$ cat src/sv/wdb_pkg.sv
package wdb_pkg;

  // Field and datapath widths
  localparam int R2W = 23;        // squared bin radius, integer
  localparam int RW = 28;         // radius, 16 fractional bits
  localparam int DIV_LAT = 36;    // register stages through wdb_div
  localparam int Q_DEPTH = 4;     // front-to-back and result queues

  // Defaults for top-level parameters
  localparam int OTF_DEPTH_DEF = 1024;
  localparam int MAX_ROWS_DEF = 1024;

  localparam logic KIND_LOAD = 1'b0;
  localparam logic KIND_FILTER = 1'b1;

  typedef enum logic [2:0] {
    REG_ROW_COUNT = 3'd0,
    REG_WIENER_SQ = 3'd1,
    REG_RADIUS_SCALE = 3'd2,
    REG_CUTOFF_RADIUS = 3'd3,
    REG_CUTOFF_RECIP = 3'd4
  } cfg_reg_e;

  localparam logic [10:0] RST_ROW_COUNT = 11'd512;
  localparam logic [31:0] RST_WIENER_SQ = 32'd175922;
  localparam logic [23:0] RST_RADIUS_SCALE = 24'd65536;
  localparam logic [18:0] RST_CUTOFF_RADIUS = 19'd51200;
  localparam logic [24:0] RST_CUTOFF_RECIP = 25'd83886;

  typedef struct packed {
    logic [10:0] row_count;
    logic [31:0] wiener_sq;
    logic [23:0] radius_scale;
    logic [18:0] cutoff_radius;
    logic [24:0] cutoff_reciprocal;
  } cfg_t;

  // Classified item passed from front to back
  typedef struct packed {
    logic               kind;
    logic               band;
    logic [R2W-1:0]     r2;
    logic [9:0]         table_index;
    logic signed [23:0] otf_re;
    logic signed [23:0] otf_im;
    logic signed [31:0] data_re;
    logic signed [31:0] data_im;
  } job_t;

  typedef struct packed {
    logic signed [31:0] out_re;
    logic signed [31:0] out_im;
    logic               in_band;
    logic               clipped;
  } result_t;

endpackage

$ cat src/sv/wdb_front.sv
module wdb_front import wdb_pkg::*; #(
  parameter int MAX_ROWS = MAX_ROWS_DEF
) (
  input  logic               clk,
  input  logic               rst,
  input  cfg_t               cfg,
  input  logic               push,
  output logic               full,
  input  logic               kind,
  input  logic [9:0]         table_index,
  input  logic signed [23:0] otf_re,
  input  logic signed [23:0] otf_im,
  input  logic [9:0]         row,
  input  logic [9:0]         col,
  input  logic signed [31:0] data_re,
  input  logic signed [31:0] data_im,
  output logic               q_push,
  input  logic               q_full,
  output job_t               q_job
);

  logic f_en;
  logic s1_v, s2_v, s3_v;
  job_t s1_job, s2_job, s3_job;
  job_t s2_out;
  logic [9:0] s1_row, s1_col, s2_col;
  logic signed [11:0] s2_off;
  logic [10:0] rows;
  logic signed [11:0] off;
  logic signed [23:0] off_sq;
  logic [19:0] col_sq;
  logic [37:0] cutoff_sq;
  job_t in_job;

  // Whole front advances together; it holds only when its last stage cannot leave
  assign f_en = !(s3_v && q_full);
  assign full = !f_en;
  assign q_push = s3_v && !q_full;

  always_comb begin
    in_job = '0;
    in_job.kind = kind;
    in_job.table_index = table_index;
    in_job.otf_re = otf_re;
    in_job.otf_im = otf_im;
    in_job.data_re = data_re;
    in_job.data_im = data_im;
  end

  // Signed row offset: rows above half wrap negative
  always_comb begin
    rows = (32'(cfg.row_count) > MAX_ROWS) ? 11'(MAX_ROWS) : cfg.row_count;
    if (11'(s1_row) > (rows >> 1)) begin
      off = $signed(12'(s1_row)) - $signed(12'(rows));
    end else begin
      off = $signed(12'(s1_row));
    end
  end

  assign off_sq = s2_off * s2_off;
  assign col_sq = 20'(s2_col) * 20'(s2_col);

  // Squared radius joins the job on its way to the last stage
  always_comb begin
    s2_out = s2_job;
    s2_out.r2 = R2W'(off_sq) + R2W'(col_sq);
  end

  // Band test against the squared cutoff
  always_comb begin
    q_job = s3_job;
    q_job.band = ({s3_job.r2, 16'b0} <= 39'(cutoff_sq));
  end

  always_ff @(posedge clk) begin
    cutoff_sq <= 38'(cfg.cutoff_radius) * 38'(cfg.cutoff_radius);
  end

  always_ff @(posedge clk) begin
    if (rst) begin
      s1_v <= 1'b0;
      s2_v <= 1'b0;
      s3_v <= 1'b0;
    end else if (f_en) begin
      s1_v <= push;
      s2_v <= s1_v;
      s3_v <= s2_v;
    end
  end

  always_ff @(posedge clk) begin
    if (f_en) begin
      s1_job <= in_job;
      s1_row <= row;
      s1_col <= col;
      s2_job <= s1_job;
      s2_off <= off;
      s2_col <= s1_col;
      s3_job <= s2_out;
    end
  end

endmodule

$ cat config.mk
export PLATFORM = sky130hd
export DESIGN_NAME = wdb_front
export DESIGN_NICKNAME = d
export VERILOG_FILES = /design/src/sv/wdb_pkg.sv /design/src/sv/wdb_front.sv
export SDC_FILE = /design/constraint.sdc
export NUM_CORES = 2
export LEC_CHECK = 0
export BUFFER_PORTS_ARGS = -buffer_cell sky130_fd_sc_hd__buf_2
export CORE_AREA = 3 3 240 242
export DETAILED_ROUTE_END_ITERATION = 12
export DIE_AREA = 0 0 243 245
export PLACE_DENSITY = 0.81
export SETUP_SLACK_MARGIN = 0.4
export SLEW_MARGIN = 20
export SYNTH_ARGS = -nofsm -noshare
export SYNTH_HDL_FRONTEND = slang
export SYNTH_SLANG_ARGS = --single-unit
$ cat constraint.sdc
create_clock -name clk -period 15.76 [get_ports clk]
set_input_delay 0.788 -clock clk [delete_from_list [all_inputs] [get_ports clk]]
set_output_delay 0.788 -clock clk [all_outputs]
set_load 0.02 [all_outputs]
==> results.cfg <==
[floorplan]
core_area_sq_um = 55300
fp-row-count = 86
die_area_sq_um = 59500
io_pins = 407
die_y_um = 245
die_width_um = 243
initial_core_util_pct = 60.0

[final_layout]
fillers = 3936
drive_gt1_share_pct = 13.7
postLayoutCoreUtil_pct = 67.0
final_cells = 3781
area_growth_pct = 11.7
final_nets = 3961

[clock_network]
clk_pin_slew_worst_paths_ps = 70
cts_root_buf = clkbuf_16
clk_latency_ps = 600
cts_setup_buffers = 0
cts_tree = yes
clock_sinks = 474
h-tree-depth = 2
cts_inserted_buffers = 45
hold_buffers = 0
cts.repair.resized = 0
clk_path_buf_depth = 3

[status]
outcome = finished clean

[setup_path]
crit_type = flop to flop
worstPathMaxFanout = 10
cp.required_ps = 16090
startpoint_type = flop
worstSetupEndpointType = flop
critPathArrivalTime_ps = 8170

[grt]
grt-ovfl-total = 0
grt_pass1_wl_mm = 108
antenna_found_initial = 2
grt_pass1_vias = 21873
grt_usage_pct = 23.1
grt_max_degree = 200

[timing]
maxSlewViolCount = 0
relSlewSlack_pct = 25.5
period_needed_ps = 7850
skew_ps = 23.5
setup_violations = 0
tightest_slew_ps = 1120
rsz0062_at_grt = no
setup_tns_ps = 0
hold_viol = 0
period_share_pct = 49.8
clock.fmax_ghz = 0.127

[logic_synthesis]
ys_top_cells_by_area = edfxtp_1, fa_1, ha_1
syn_inst = 2677
syn-num-nets = 3643
ys_warn_count = 0
ys_ff_latch = 474
dominantRegCellSynth = edfxtp_1
synth_area_per_cell_sq_um = 12.4
synth_top_area_share_pct = 39.3
synth-edff-count = 434
yosys.area.top_type = edfxtp_1
yosys-top-cells-count = inv_1, fa_1, edfxtp_1
ys_types = 54
async_flop_share_pct = 0
synth_most_common_cell = inv_1
synth-seq-area-share_pct = 41.7
syn_area_sq_um = 33200

[min_path]
hold_path_class = input port to flop

[routing]
first_pass_iters = 6
vias_per_cell = 5.20
num_vias = 19656
routedWlPerCell_um = 17.6
drc_errors = 0
routed_wl_mm = 66.5
drtAntennaViolNets = 0
drtIter0Drc = 1214

[placement]
finalWeightedCongestion = 0.925
dpl.hpwl_mm = 51.8
io_buffers = 325
place_inst = 3696

[flow_run]
max_cap_viol_count = 0
-- cell type report --
cell class,count,area (sq um),area share [%]
Clock buffer,54,1170,3.16
Inverter,711,2670,7.20
Timing Repair Buffer,327,1670,4.50
Tap cell,748,936,2.53
Antenna cell,1,2.50,0.00675
Multi-Input combinational cell,1436,16400,44.4
Sequential cell,474,13800,37.3
Clock inverter,30,327,0.881
-- critical path, cell delays in order, from the launching register on --
cell      delay (ps)
edfxtp_1         630
inv_1            270
nor2_1           290
fa_1             470
inv_1             90
fa_1             430
fa_1             490
inv_1             50
fa_1             470
fa_1             490
inv_1             60
fa_1             520
inv_1             50
fa_1             470
ha_1             350
a21oi_1          220
o21ai_0          180
o41ai_1          650
o21ai_0          340
nor4_1           240
nor3_1           140
a211oi_1         400
a21oi_1          150
xnor2_1          150
-- metrics by stage --
| step | setup slack (ps) | hold WS (ps) | area [sq um] |
|---|---|---|---|
| 2_1_floorplan | 2940 | 400 | 33200 |
| 3_3_place_gp | 8100 | 400 | 35600 |
| 3_5_place_dp | 7980 | 405 | 35600 |
| 4_1_cts | 7960 | 321 | 37000 |
| 5_1_grt | 7350 | 331 | 37000 |
| 6_report | 7910 | 362 | 37100 |
-- per-layer routing --
layer | part of all wire, % | wire length [um] | up-vias | global-route usage (%)
li1 | - | - | 8982 | -
met1 | 37 | 24400 | 9892 | 27.6
met2 | 52 | 34700 | 631 | 41.1
met3 | 8.0 | 5290 | 147 | 5.83
met4 | 3.1 | 2080 | 4 | 7.80
met5 | 0.041 | 27 | - | 0
-- registers in the layout, summed over array words and instances, names as in the netlist --
signal     cells
q_job        146
s1_job       123
s2_job       123
cutoff_sq     37
s2_off        12
s1_col        10
s1_row        10
s2_col        10
s1_v           1
s2_v           1
s3_v           1
-- final timing paths --
| check | start | end | slack, ps | depth (start not counted) |
|---|---|---|---|---|
| max | s2_off[1] | q_job[144] | 7910 | 23 |
| min | otf_im[9] | s1_job[73] | 360 | 1 |
| max reg2reg | s2_off[1] | q_job[144] | 7910 | 23 |
| min reg2reg | s1_job[27] | s2_job[27] | 410 | 0 |
-- placed cells by master (no fill, tap or decap), drive strengths merged, types with 40 or more instances in the layout --
cell type,Yosys,routed
a21oi,54,54
and2,138,138
buf,3,327
clkbuf,53,54
dfxtp,40,40
edfxtp,434,434
fa,443,443
ha,265,265
inv,711,716
nand2,161,161
nor2,73,73
xnor2,58,58
-- logic make-up (layout without fill, tap and decap cells) --
kind of cell	count (synthesis)	after routing	share of synthesized area [%]
mux	9	9	0.294
fa+ha+maj	708	708	36.7
other cells	0	1	0
xor+xnor	82	82	2.17
buf+inv	767	1122	8.70
compound gates	176	176	3.46
flops	474	474	41.7
simple gates	461	461	6.91
Power is left out: the tool's default activity adds up to more than one toggle a clock period on the data nets, which glitch-free logic cannot reach.
