`src/sv/wdb_pkg.sv`:
```
package wdb_pkg;

  // Field and datapath widths
  localparam int R2W = 23;        // squared bin radius, integer
  localparam int RW = 28;         // radius, 16 fractional bits
  localparam int DIV_LAT = 36;    // register stages through wdb_div
  localparam int Q_DEPTH = 4;     // front-to-back and result queues

  // Defaults for top-level parameters
  localparam int OTF_DEPTH_DEF = 1024;
  localparam int MAX_ROWS_DEF = 1024;

  localparam logic KIND_LOAD = 1'b0;
  localparam logic KIND_FILTER = 1'b1;

  typedef enum logic [2:0] {
    REG_ROW_COUNT = 3'd0,
    REG_WIENER_SQ = 3'd1,
    REG_RADIUS_SCALE = 3'd2,
    REG_CUTOFF_RADIUS = 3'd3,
    REG_CUTOFF_RECIP = 3'd4
  } cfg_reg_e;

  localparam logic [10:0] RST_ROW_COUNT = 11'd512;
  localparam logic [31:0] RST_WIENER_SQ = 32'd175922;
  localparam logic [23:0] RST_RADIUS_SCALE = 24'd65536;
  localparam logic [18:0] RST_CUTOFF_RADIUS = 19'd51200;
  localparam logic [24:0] RST_CUTOFF_RECIP = 25'd83886;

  typedef struct packed {
    logic [10:0] row_count;
    logic [31:0] wiener_sq;
    logic [23:0] radius_scale;
    logic [18:0] cutoff_radius;
    logic [24:0] cutoff_reciprocal;
  } cfg_t;

  // Classified item passed from front to back
  typedef struct packed {
    logic               kind;
    logic               band;
    logic [R2W-1:0]     r2;
    logic [9:0]         table_index;
    logic signed [23:0] otf_re;
    logic signed [23:0] otf_im;
    logic signed [31:0] data_re;
    logic signed [31:0] data_im;
  } job_t;

  typedef struct packed {
    logic signed [31:0] out_re;
    logic signed [31:0] out_im;
    logic               in_band;
    logic               clipped;
  } result_t;

endpackage

```
`src/sv/wdb_fifo.sv`:
```
module wdb_fifo import wdb_pkg::*; #(
  parameter int W = 8,
  parameter int DEPTH = Q_DEPTH
) (
  input  logic         clk,
  input  logic         rst,
  input  logic         push,
  output logic         full,
  input  logic [W-1:0] wdata,
  input  logic         pop,
  output logic         empty,
  output logic [W-1:0] rdata
);

  localparam int AW = (DEPTH > 1) ? $clog2(DEPTH) : 1;

  logic [W-1:0] mem [DEPTH];
  logic [AW-1:0] wp;
  logic [AW-1:0] rp;
  logic [AW:0] cnt;
  logic do_push;
  logic do_pop;

  assign full = (cnt == (AW+1)'(DEPTH));
  assign empty = (cnt == '0);
  assign do_push = push && !full;
  assign do_pop = pop && !empty;
  assign rdata = mem[rp];

  // Pointers and fill count
  always_ff @(posedge clk) begin
    if (rst) begin
      wp <= '0;
      rp <= '0;
      cnt <= '0;
    end else begin
      if (do_push) begin
        wp <= (wp == AW'(DEPTH - 1)) ? '0 : wp + 1'b1;
      end
      if (do_pop) begin
        rp <= (rp == AW'(DEPTH - 1)) ? '0 : rp + 1'b1;
      end
      if (do_push && !do_pop) begin
        cnt <= cnt + 1'b1;
      end else if (do_pop && !do_push) begin
        cnt <= cnt - 1'b1;
      end
    end
  end

  // Storage
  always_ff @(posedge clk) begin
    if (do_push) begin
      mem[wp] <= wdata;
    end
  end

  a_cnt_bound: assert property (@(posedge clk) disable iff (rst)
    cnt <= (AW+1)'(DEPTH)) else $error("queue count above depth");

  a_cnt_up: assert property (@(posedge clk) disable iff (rst)
    (push && !full && !(pop && !empty)) |=> cnt == $past(cnt) + 1'b1)
    else $error("queue count missed a push");

  a_cnt_down: assert property (@(posedge clk) disable iff (rst)
    (pop && !empty && !(push && !full)) |=> cnt == $past(cnt) - 1'b1)
    else $error("queue count missed a pop");

endmodule

```
`config.mk`:
```
export PLATFORM = sky130hd
export DESIGN_NAME = wdb_fifo
export DESIGN_NICKNAME = d
export VERILOG_FILES = /design/src/sv/wdb_pkg.sv /design/src/sv/wdb_fifo.sv
export SDC_FILE = /design/constraint.sdc
export NUM_CORES = 1
export LEC_CHECK = 0
export ABC_AREA = 1
export BUFFER_PORTS_ARGS = -buffer_cell sky130_fd_sc_hd__buf_2
export CAP_MARGIN = 5
export CORE_MARGIN = 4
export CORE_UTILIZATION = 56
export CTS_CLUSTER_DIAMETER = 40
export DETAILED_ROUTE_END_ITERATION = 7
export HOLD_SLACK_MARGIN = 0.05
export PLACE_DENSITY = 0.76
export SYNTH_ARGS = -nofsm -noshare
export SYNTH_HDL_FRONTEND = slang
export SYNTH_SLANG_ARGS = --single-unit
```
`constraint.sdc`:
```
create_clock -name clk -period 2.2 [get_ports clk]
set_clock_uncertainty 0.05 [all_clocks]
set_input_delay 0.22 -clock clk [delete_from_list [all_inputs] [get_ports clk]]
set_output_delay 0.22 -clock clk [all_outputs]
set_load 0.02 [all_outputs]
```
==> flow_metrics.tcl, run 1 <==
set metrics [dict create \
    outcome "finished clean" \
    place_area_sq_um 1860 \
    drtIter0Drc 65 \
    drive_gt1_share_pct 20.7 \
    fin_cells 219 \
    drv_cap 0 \
    root_buffer "clkbuf_4" \
    min-delay-start "push" \
    cts_tree "yes" \
    power_density_nw_per_um2 1150 \
    fin_nets 206 \
    ios 22 \
    worstSetupPathType "reg -> reg" \
    final_cell_mix "nor2_1 (33), edfxtp_1 (32), buf_2 (21)" \
    ctsLongestPathBuffers 2 \
    cts_resized 0 \
    r2r_start "cnt[1]$_SDFFE_PP0P_" \
    ys_ff_latch 41 \
    antenna_left 0 \
    grt_overflow 0 \
    worst_slack_ps 151 \
    fillers 205 \
    final_common_cell "nor2_1" \
    wire_per_inst_microns 14.0 \
    post_cts_buffers 0 \
    firstDrtPassIters 4 \
    yosys_warnings 0 \
    place_congestion 0.820 \
    dpl.hpwl_microns 2150 \
    dieWidth_microns 63.0 \
    antenna_found_initial 0 \
    die-area_sq_um 3970 \
    wirelength_microns 3070 \
    power.internal_mw 1.48 \
    numCtsBuffers 5 \
    required_ps 2390 \
    vias 1163 \
    slew_headroom_pct 76.2 \
    reg2reg_slack_ps 150 \
    synth_cell_types 19 \
    min_period_ps 2050 \
    postSynthAreaPerCell_sq_um 11.5 \
    switching_share_pct 36.5 \
    min_period_over_period_pct 93.1 \
    hold_depth 3 \
    tns_ps 0 \
    grt_pass1_vias 1179 \
    hp-class "in -> reg" \
    synthCells 147 \
    dpl.cell_count 202 \
    power_frac_comb_pct 35.2 \
    grt_max_degree 17 \
    hold_end "wp[1]$_SDFFE_PP0P_" \
    p_seq_share_pct 44.9 \
    r2r_end "cnt[1]$_SDFFE_PP0P_" \
    p_leak_nw 0.839 \
    clock.fmax_mhz 488 \
    start_util_pct 60.0 \
    numPortBuffers 21 \
    coreArea_sq_um 2830 \
    pre_cts_slack_ps 195 \
    die_y_microns 63.0 \
    cts_sinks 41 \
    netlist_area_sq_um 1700 \
    r2r_cells 9 \
    end_kind "flip-flop" \
    crit_fanout 7 \
    area_delta_synth_final_pct 19.6 \
    tightest_slew_ps 356 \
    std_cell_rows 19 \
    maxSlewViolCount 0 \
    yosysSeqAreaShare_pct 67.3 \
    drc 0 \
    setup_viol 0 \
    clkTransAtPathRegs_ps 120 \
    hold_viol 0 \
    grt_pass1_wl_microns 5220 \
    switchingPower_mw 0.848 \
    clk-insertion-delay-late_ps 340 \
    holdWs_ps 127 \
    p_clk_share_pct 19.9 \
    ir_worst_vdd_uv 919 \
    htree_levels 2 \
    mappedNetlistNets 166 \
    diodes 0 \
    via_per_inst 5.31 \
    critical_path_arrival_ps 2240 \
    grt_usage_pct 17.5 \
    start_kind "flip-flop" \
    post-route-util_pct 71.7 \
    p_total_mw 2.32 \
    rsz0062_at_grt "no" \
    design_area_sq_um 2030 \
]
[cells in the mapped netlist, drive strengths merged]
library cell / n / area share (%)
a21oi: 2 / 0.59
buf: 2 / 1.3
dfxtp: 9 / 11
edfxtp: 32 / 57
fa: 1 / 1.2
ha: 6 / 4.4
inv: 18 / 4.0
nand2: 14 / 3.2
nand3: 1 / 0.29
nand3b: 2 / 0.88
nand4: 1 / 0.37
nor2: 33 / 7.3
o21ai: 17 / 5.7
o22ai: 8 / 2.9
xor2: 1 / 0.52
[state kept, by name, summed over array words and instances (netlist names), named ones only]
name,cells
mem,32
wp,2
cnt,3
rp,2
[timing repair]
item	CTS	global route
hold endpoints to repair	33	0
hold buffers	9	0
endpoints found under the setup margin	0	0
[kinds of logic after synthesis]
family | after synthesis | synth area share (%)
and+or+nand+nor | 51 | 12.1
DFF | 41 | 67.3
AOI/OAI and AO/OA | 27 | 9.22
buffers and inverters | 20 | 5.31
adders and majority gates | 7 | 5.60
xor gates and xnor gates | 1 | 0.516
[layer usage]
layer | track usage (%) | share of wire [%] | up-vias
met2 | 31.9 | 55 | 37
met3 | 5.04 | 5.1 | 6
met1 | 18.6 | 39 | 542
li1 | - | - | 578
met4 | 7.44 | 1.7 | 0
met5 | 0 | 0 | -
[cell type report]
type                            count  area, sq um  share of cell area (%)
Tap cell                           31         38.8                    1.91
Timing Repair Buffer               35          233                    11.5
Clock inverter                      1         7.51                   0.370
Clock buffer                        7         76.3                    3.76
Multi-Input combinational cell     86          465                    22.9
Inverter                           18         67.6                    3.33
Sequential cell                    41         1140                    56.2
[worst max path at each step]
stage                                    from                   to  slack (ps)  depth (start not counted)
after floorplan           cnt[1]$_SDFFE_PP0P_  cnt[1]$_SDFFE_PP0P_         460                          9
after global placement    cnt[1]$_SDFFE_PP0P_  cnt[1]$_SDFFE_PP0P_         390                          9
after detailed placement  cnt[1]$_SDFFE_PP0P_  cnt[1]$_SDFFE_PP0P_         200                          9
after CTS                 cnt[1]$_SDFFE_PP0P_  cnt[1]$_SDFFE_PP0P_         170                          9
after global routing      cnt[1]$_SDFFE_PP0P_  cnt[1]$_SDFFE_PP0P_          40                          9
final                     cnt[1]$_SDFFE_PP0P_  cnt[1]$_SDFFE_PP0P_         150                          9
[critical path: stages (launching register included)]
cell and delay, ps:
dfxtp_1 360, nor2_1 160, nand2_1 140, nand2_2 150, inv_1 60, ha_1 210
inv_1 90, fa_1 410, o21ai_0 250, nor2_1 70
[power groups by stage]
stage          Sequential (mW)  Clock [mW]  Combinational, mW
2_1_floorplan             1.04           0              0.586
3_3_place_gp              1.06           0              0.770
3_5_place_dp              1.06           0              0.808
4_1_cts                   1.04       0.476              0.826
5_1_grt                   1.06       0.514              0.919
6_report                  1.04       0.462              0.818
Power figures use the tool's default switching activity.
==> run 2: changes to the inputs <==
Settings changed: REMOVE_ABC_BUFFERS from default to 1.
==> run 2 against run 1 <==
  * Die area unchanged
  * Utilization is 1.0 points lower
  * Via count fell by 1.9%
  * Critical endpoint unchanged
  * Combinational power about the same
  * Hold slack lost 8.9 ps
  * Clock power shrank 23%
  * First-iteration DRC count down 52%
  * Sequential power barely moved
  * Sequential share of layout area is 0.81 points higher
  * Flip-flop and latch count unchanged
  * Non-clock buffer count did not move
==> flow_metrics.tcl, run 2 (synthesis gave the netlist of run 1 again) <==
set metrics [dict create \
    die_y_microns 63.0 \
    cts_sinks 41 \
    power.internal_mw 1.37 \
    slew_headroom_pct 76.8 \
    place_congestion 0.773 \
    area_delta_synth_final_pct 17.9 \
    worstPathCellList "nor2_1 > nand2_1 > nand2_2 > inv_1 > ha_1 > inv_1 > fa_1 > o21ai_0 > nor2_1" \
    wirelength_microns 3060 \
    grt_pass1_wl_microns 5060 \
    clock.fmax_mhz 524 \
    rsz0062_at_grt "no" \
    tns_ps 0 \
    drc 0 \
    hold_viol 0 \
    hold_end "wp[1]$_SDFFE_PP0P_" \
    drv_cap 0 \
    hp-class "in -> reg" \
    critical_path_arrival_ps 2120 \
    min_period_over_period_pct 86.8 \
    die-area_sq_um 3970 \
    drive_gt1_share_pct 20.7 \
    place_area_sq_um 1860 \
    top_regs "mem x32, cnt x3" \
    root_buffer "clkbuf_4" \
    tightest_slew_ps 348 \
    p_clk_share_pct 16.0 \
    reg2reg_slack_ps 290 \
    power_frac_comb_pct 36.8 \
    grt_usage_pct 16.9 \
    end_kind "flip-flop" \
    diodes 0 \
    via_per_inst 5.21 \
    p_leak_nw 0.827 \
    post-route-util_pct 70.7 \
    p_seq_share_pct 47.1 \
    hold_depth 3 \
    antenna_left 0 \
    min_period_ps 1910 \
    fillers 213 \
    start_util_pct 60.0 \
    fin_nets 206 \
    ir_worst_vdd_uv 749 \
    r2r_start "cnt[1]$_SDFFE_PP0P_" \
    dieWidth_microns 63.0 \
    r2r_cells 9 \
    clkTransAtPathRegs_ps 120 \
    wire_per_inst_microns 14.0 \
    crit_fanout 7 \
    worstSetupPathType "reg -> reg" \
    htree_levels 2 \
    clk-insertion-delay-late_ps 350 \
    r2r_end "cnt[1]$_SDFFE_PP0P_" \
    cp_slowest_cell "fa_1" \
    start_kind "flip-flop" \
    maxSlewViolCount 0 \
    design_area_sq_um 2000 \
    vias 1141 \
    outcome "finished clean" \
    final_cell_mix "nor2_1 (33), edfxtp_1 (32), buf_2 (21)" \
    fin_cells 219 \
    setup_viol 0 \
    min-delay-start "push" \
    switchingPower_mw 0.843 \
    critPathMaxStageDelay_ps 410 \
    std_cell_rows 19 \
    dpl.cell_count 202 \
    final_common_cell "nor2_1" \
    grt_max_degree 17 \
    largest_reg_flops 32 \
    cts_tree "yes" \
    regMostFlops "mem" \
    grt_overflow 0 \
    power_density_nw_per_um2 1110 \
    numCtsBuffers 5 \
    firstDrtPassIters 6 \
    dpl.hpwl_microns 2100 \
    switching_share_pct 38.0 \
    drtIter0Drc 31 \
    ctsLongestPathBuffers 2 \
    grt_pass1_vias 1149 \
    ios 22 \
    antenna_found_initial 0 \
    numPortBuffers 21 \
    required_ps 2410 \
    coreArea_sq_um 2830 \
]
[run 2: changes by cell type in the layout (fill, tap and decap cells not counted)]
cell / previous run / this run
clkbuf_8: 1 / 0
clkbuf_16: 1 / 0
clkinv_2: 0 / 2
[run 2: power groups by stage]
stage          Combinational [mW]  Clock (mW)  Sequential [mW]
5_1_grt                     0.925       0.403             1.06
2_1_floorplan               0.547           0             1.05
3_3_place_gp                0.768           0             1.06
3_5_place_dp                0.807           0             1.06
4_1_cts                     0.822       0.367             1.05
6_report                    0.815       0.355             1.04
[run 2: layout make-up]
| cell class | count | area [sq um] | share of cell area [%] |
|---|---|---|---|
| Timing Repair Buffer | 35 | 233 | 11.6 |
| Multi-Input combinational cell | 86 | 465 | 23.3 |
| Sequential cell | 41 | 1140 | 57.0 |
| Tap cell | 31 | 38.8 | 1.94 |
| Clock inverter | 3 | 17.5 | 0.876 |
| Clock buffer | 5 | 37.5 | 1.88 |
| Inverter | 18 | 67.6 | 3.38 |
[run 2: repair_timing]
action,4_1_cts,5_1_grt
endpoints found under the hold margin,33,0
endpoints found under the setup margin,0,0
resized for setup,0,0
setup buffers,0,0
hold buffers,9,0
[run 2: routing by layer]
| metal | up-vias | routed length [microns] | GRT usage (%) |
|---|---|---|---|
| met1 | 522 | 1290 | 17.8 |
| met5 | - | 0 | 0 |
| li1 | 580 | - | - |
| met2 | 33 | 1590 | 31.4 |
| met4 | 0 | 46 | 6.34 |
| met3 | 6 | 136 | 4.86 |
[run 2: through the flow]
stage / setup WS [ps] / hold slack, ps / power [mW]
after floorplan: 460 / 242 / 1.59
after global placement: 387 / 343 / 1.82
after detailed placement: 321 / 348 / 1.87
after CTS: 294 / 99.5 / 2.24
after global routing: 50.1 / 125 / 2.39
final: 290 / 118 / 2.21
[run 2: critical path: cells and delay by family (launching register included)]
kind / cells / cell delay, ps
flip-flops: 1 / 360
AND/OR/NAND/NOR: 4 / 470
AO/OA/AOI/OAI: 1 / 180
adder cells (fa/ha/maj): 2 / 610
buffers and inverters: 2 / 150
[run 2: worst max path at each step]
stage | start | endpoint | slack (ps) | cells past startpoint
detailed placement | cnt[1]$_SDFFE_PP0P_ | cnt[1]$_SDFFE_PP0P_ | 320 | 9
finish | cnt[1]$_SDFFE_PP0P_ | cnt[1]$_SDFFE_PP0P_ | 290 | 9
global route | cnt[0]$_SDFFE_PP0P_ | cnt[2]$_SDFFE_PP0P_ | 50 | 12
global placement | cnt[1]$_SDFFE_PP0P_ | cnt[1]$_SDFFE_PP0P_ | 390 | 9
CTS | cnt[1]$_SDFFE_PP0P_ | cnt[1]$_SDFFE_PP0P_ | 290 | 9
floorplan | cnt[1]$_SDFFE_PP0P_ | cnt[1]$_SDFFE_PP0P_ | 460 | 9
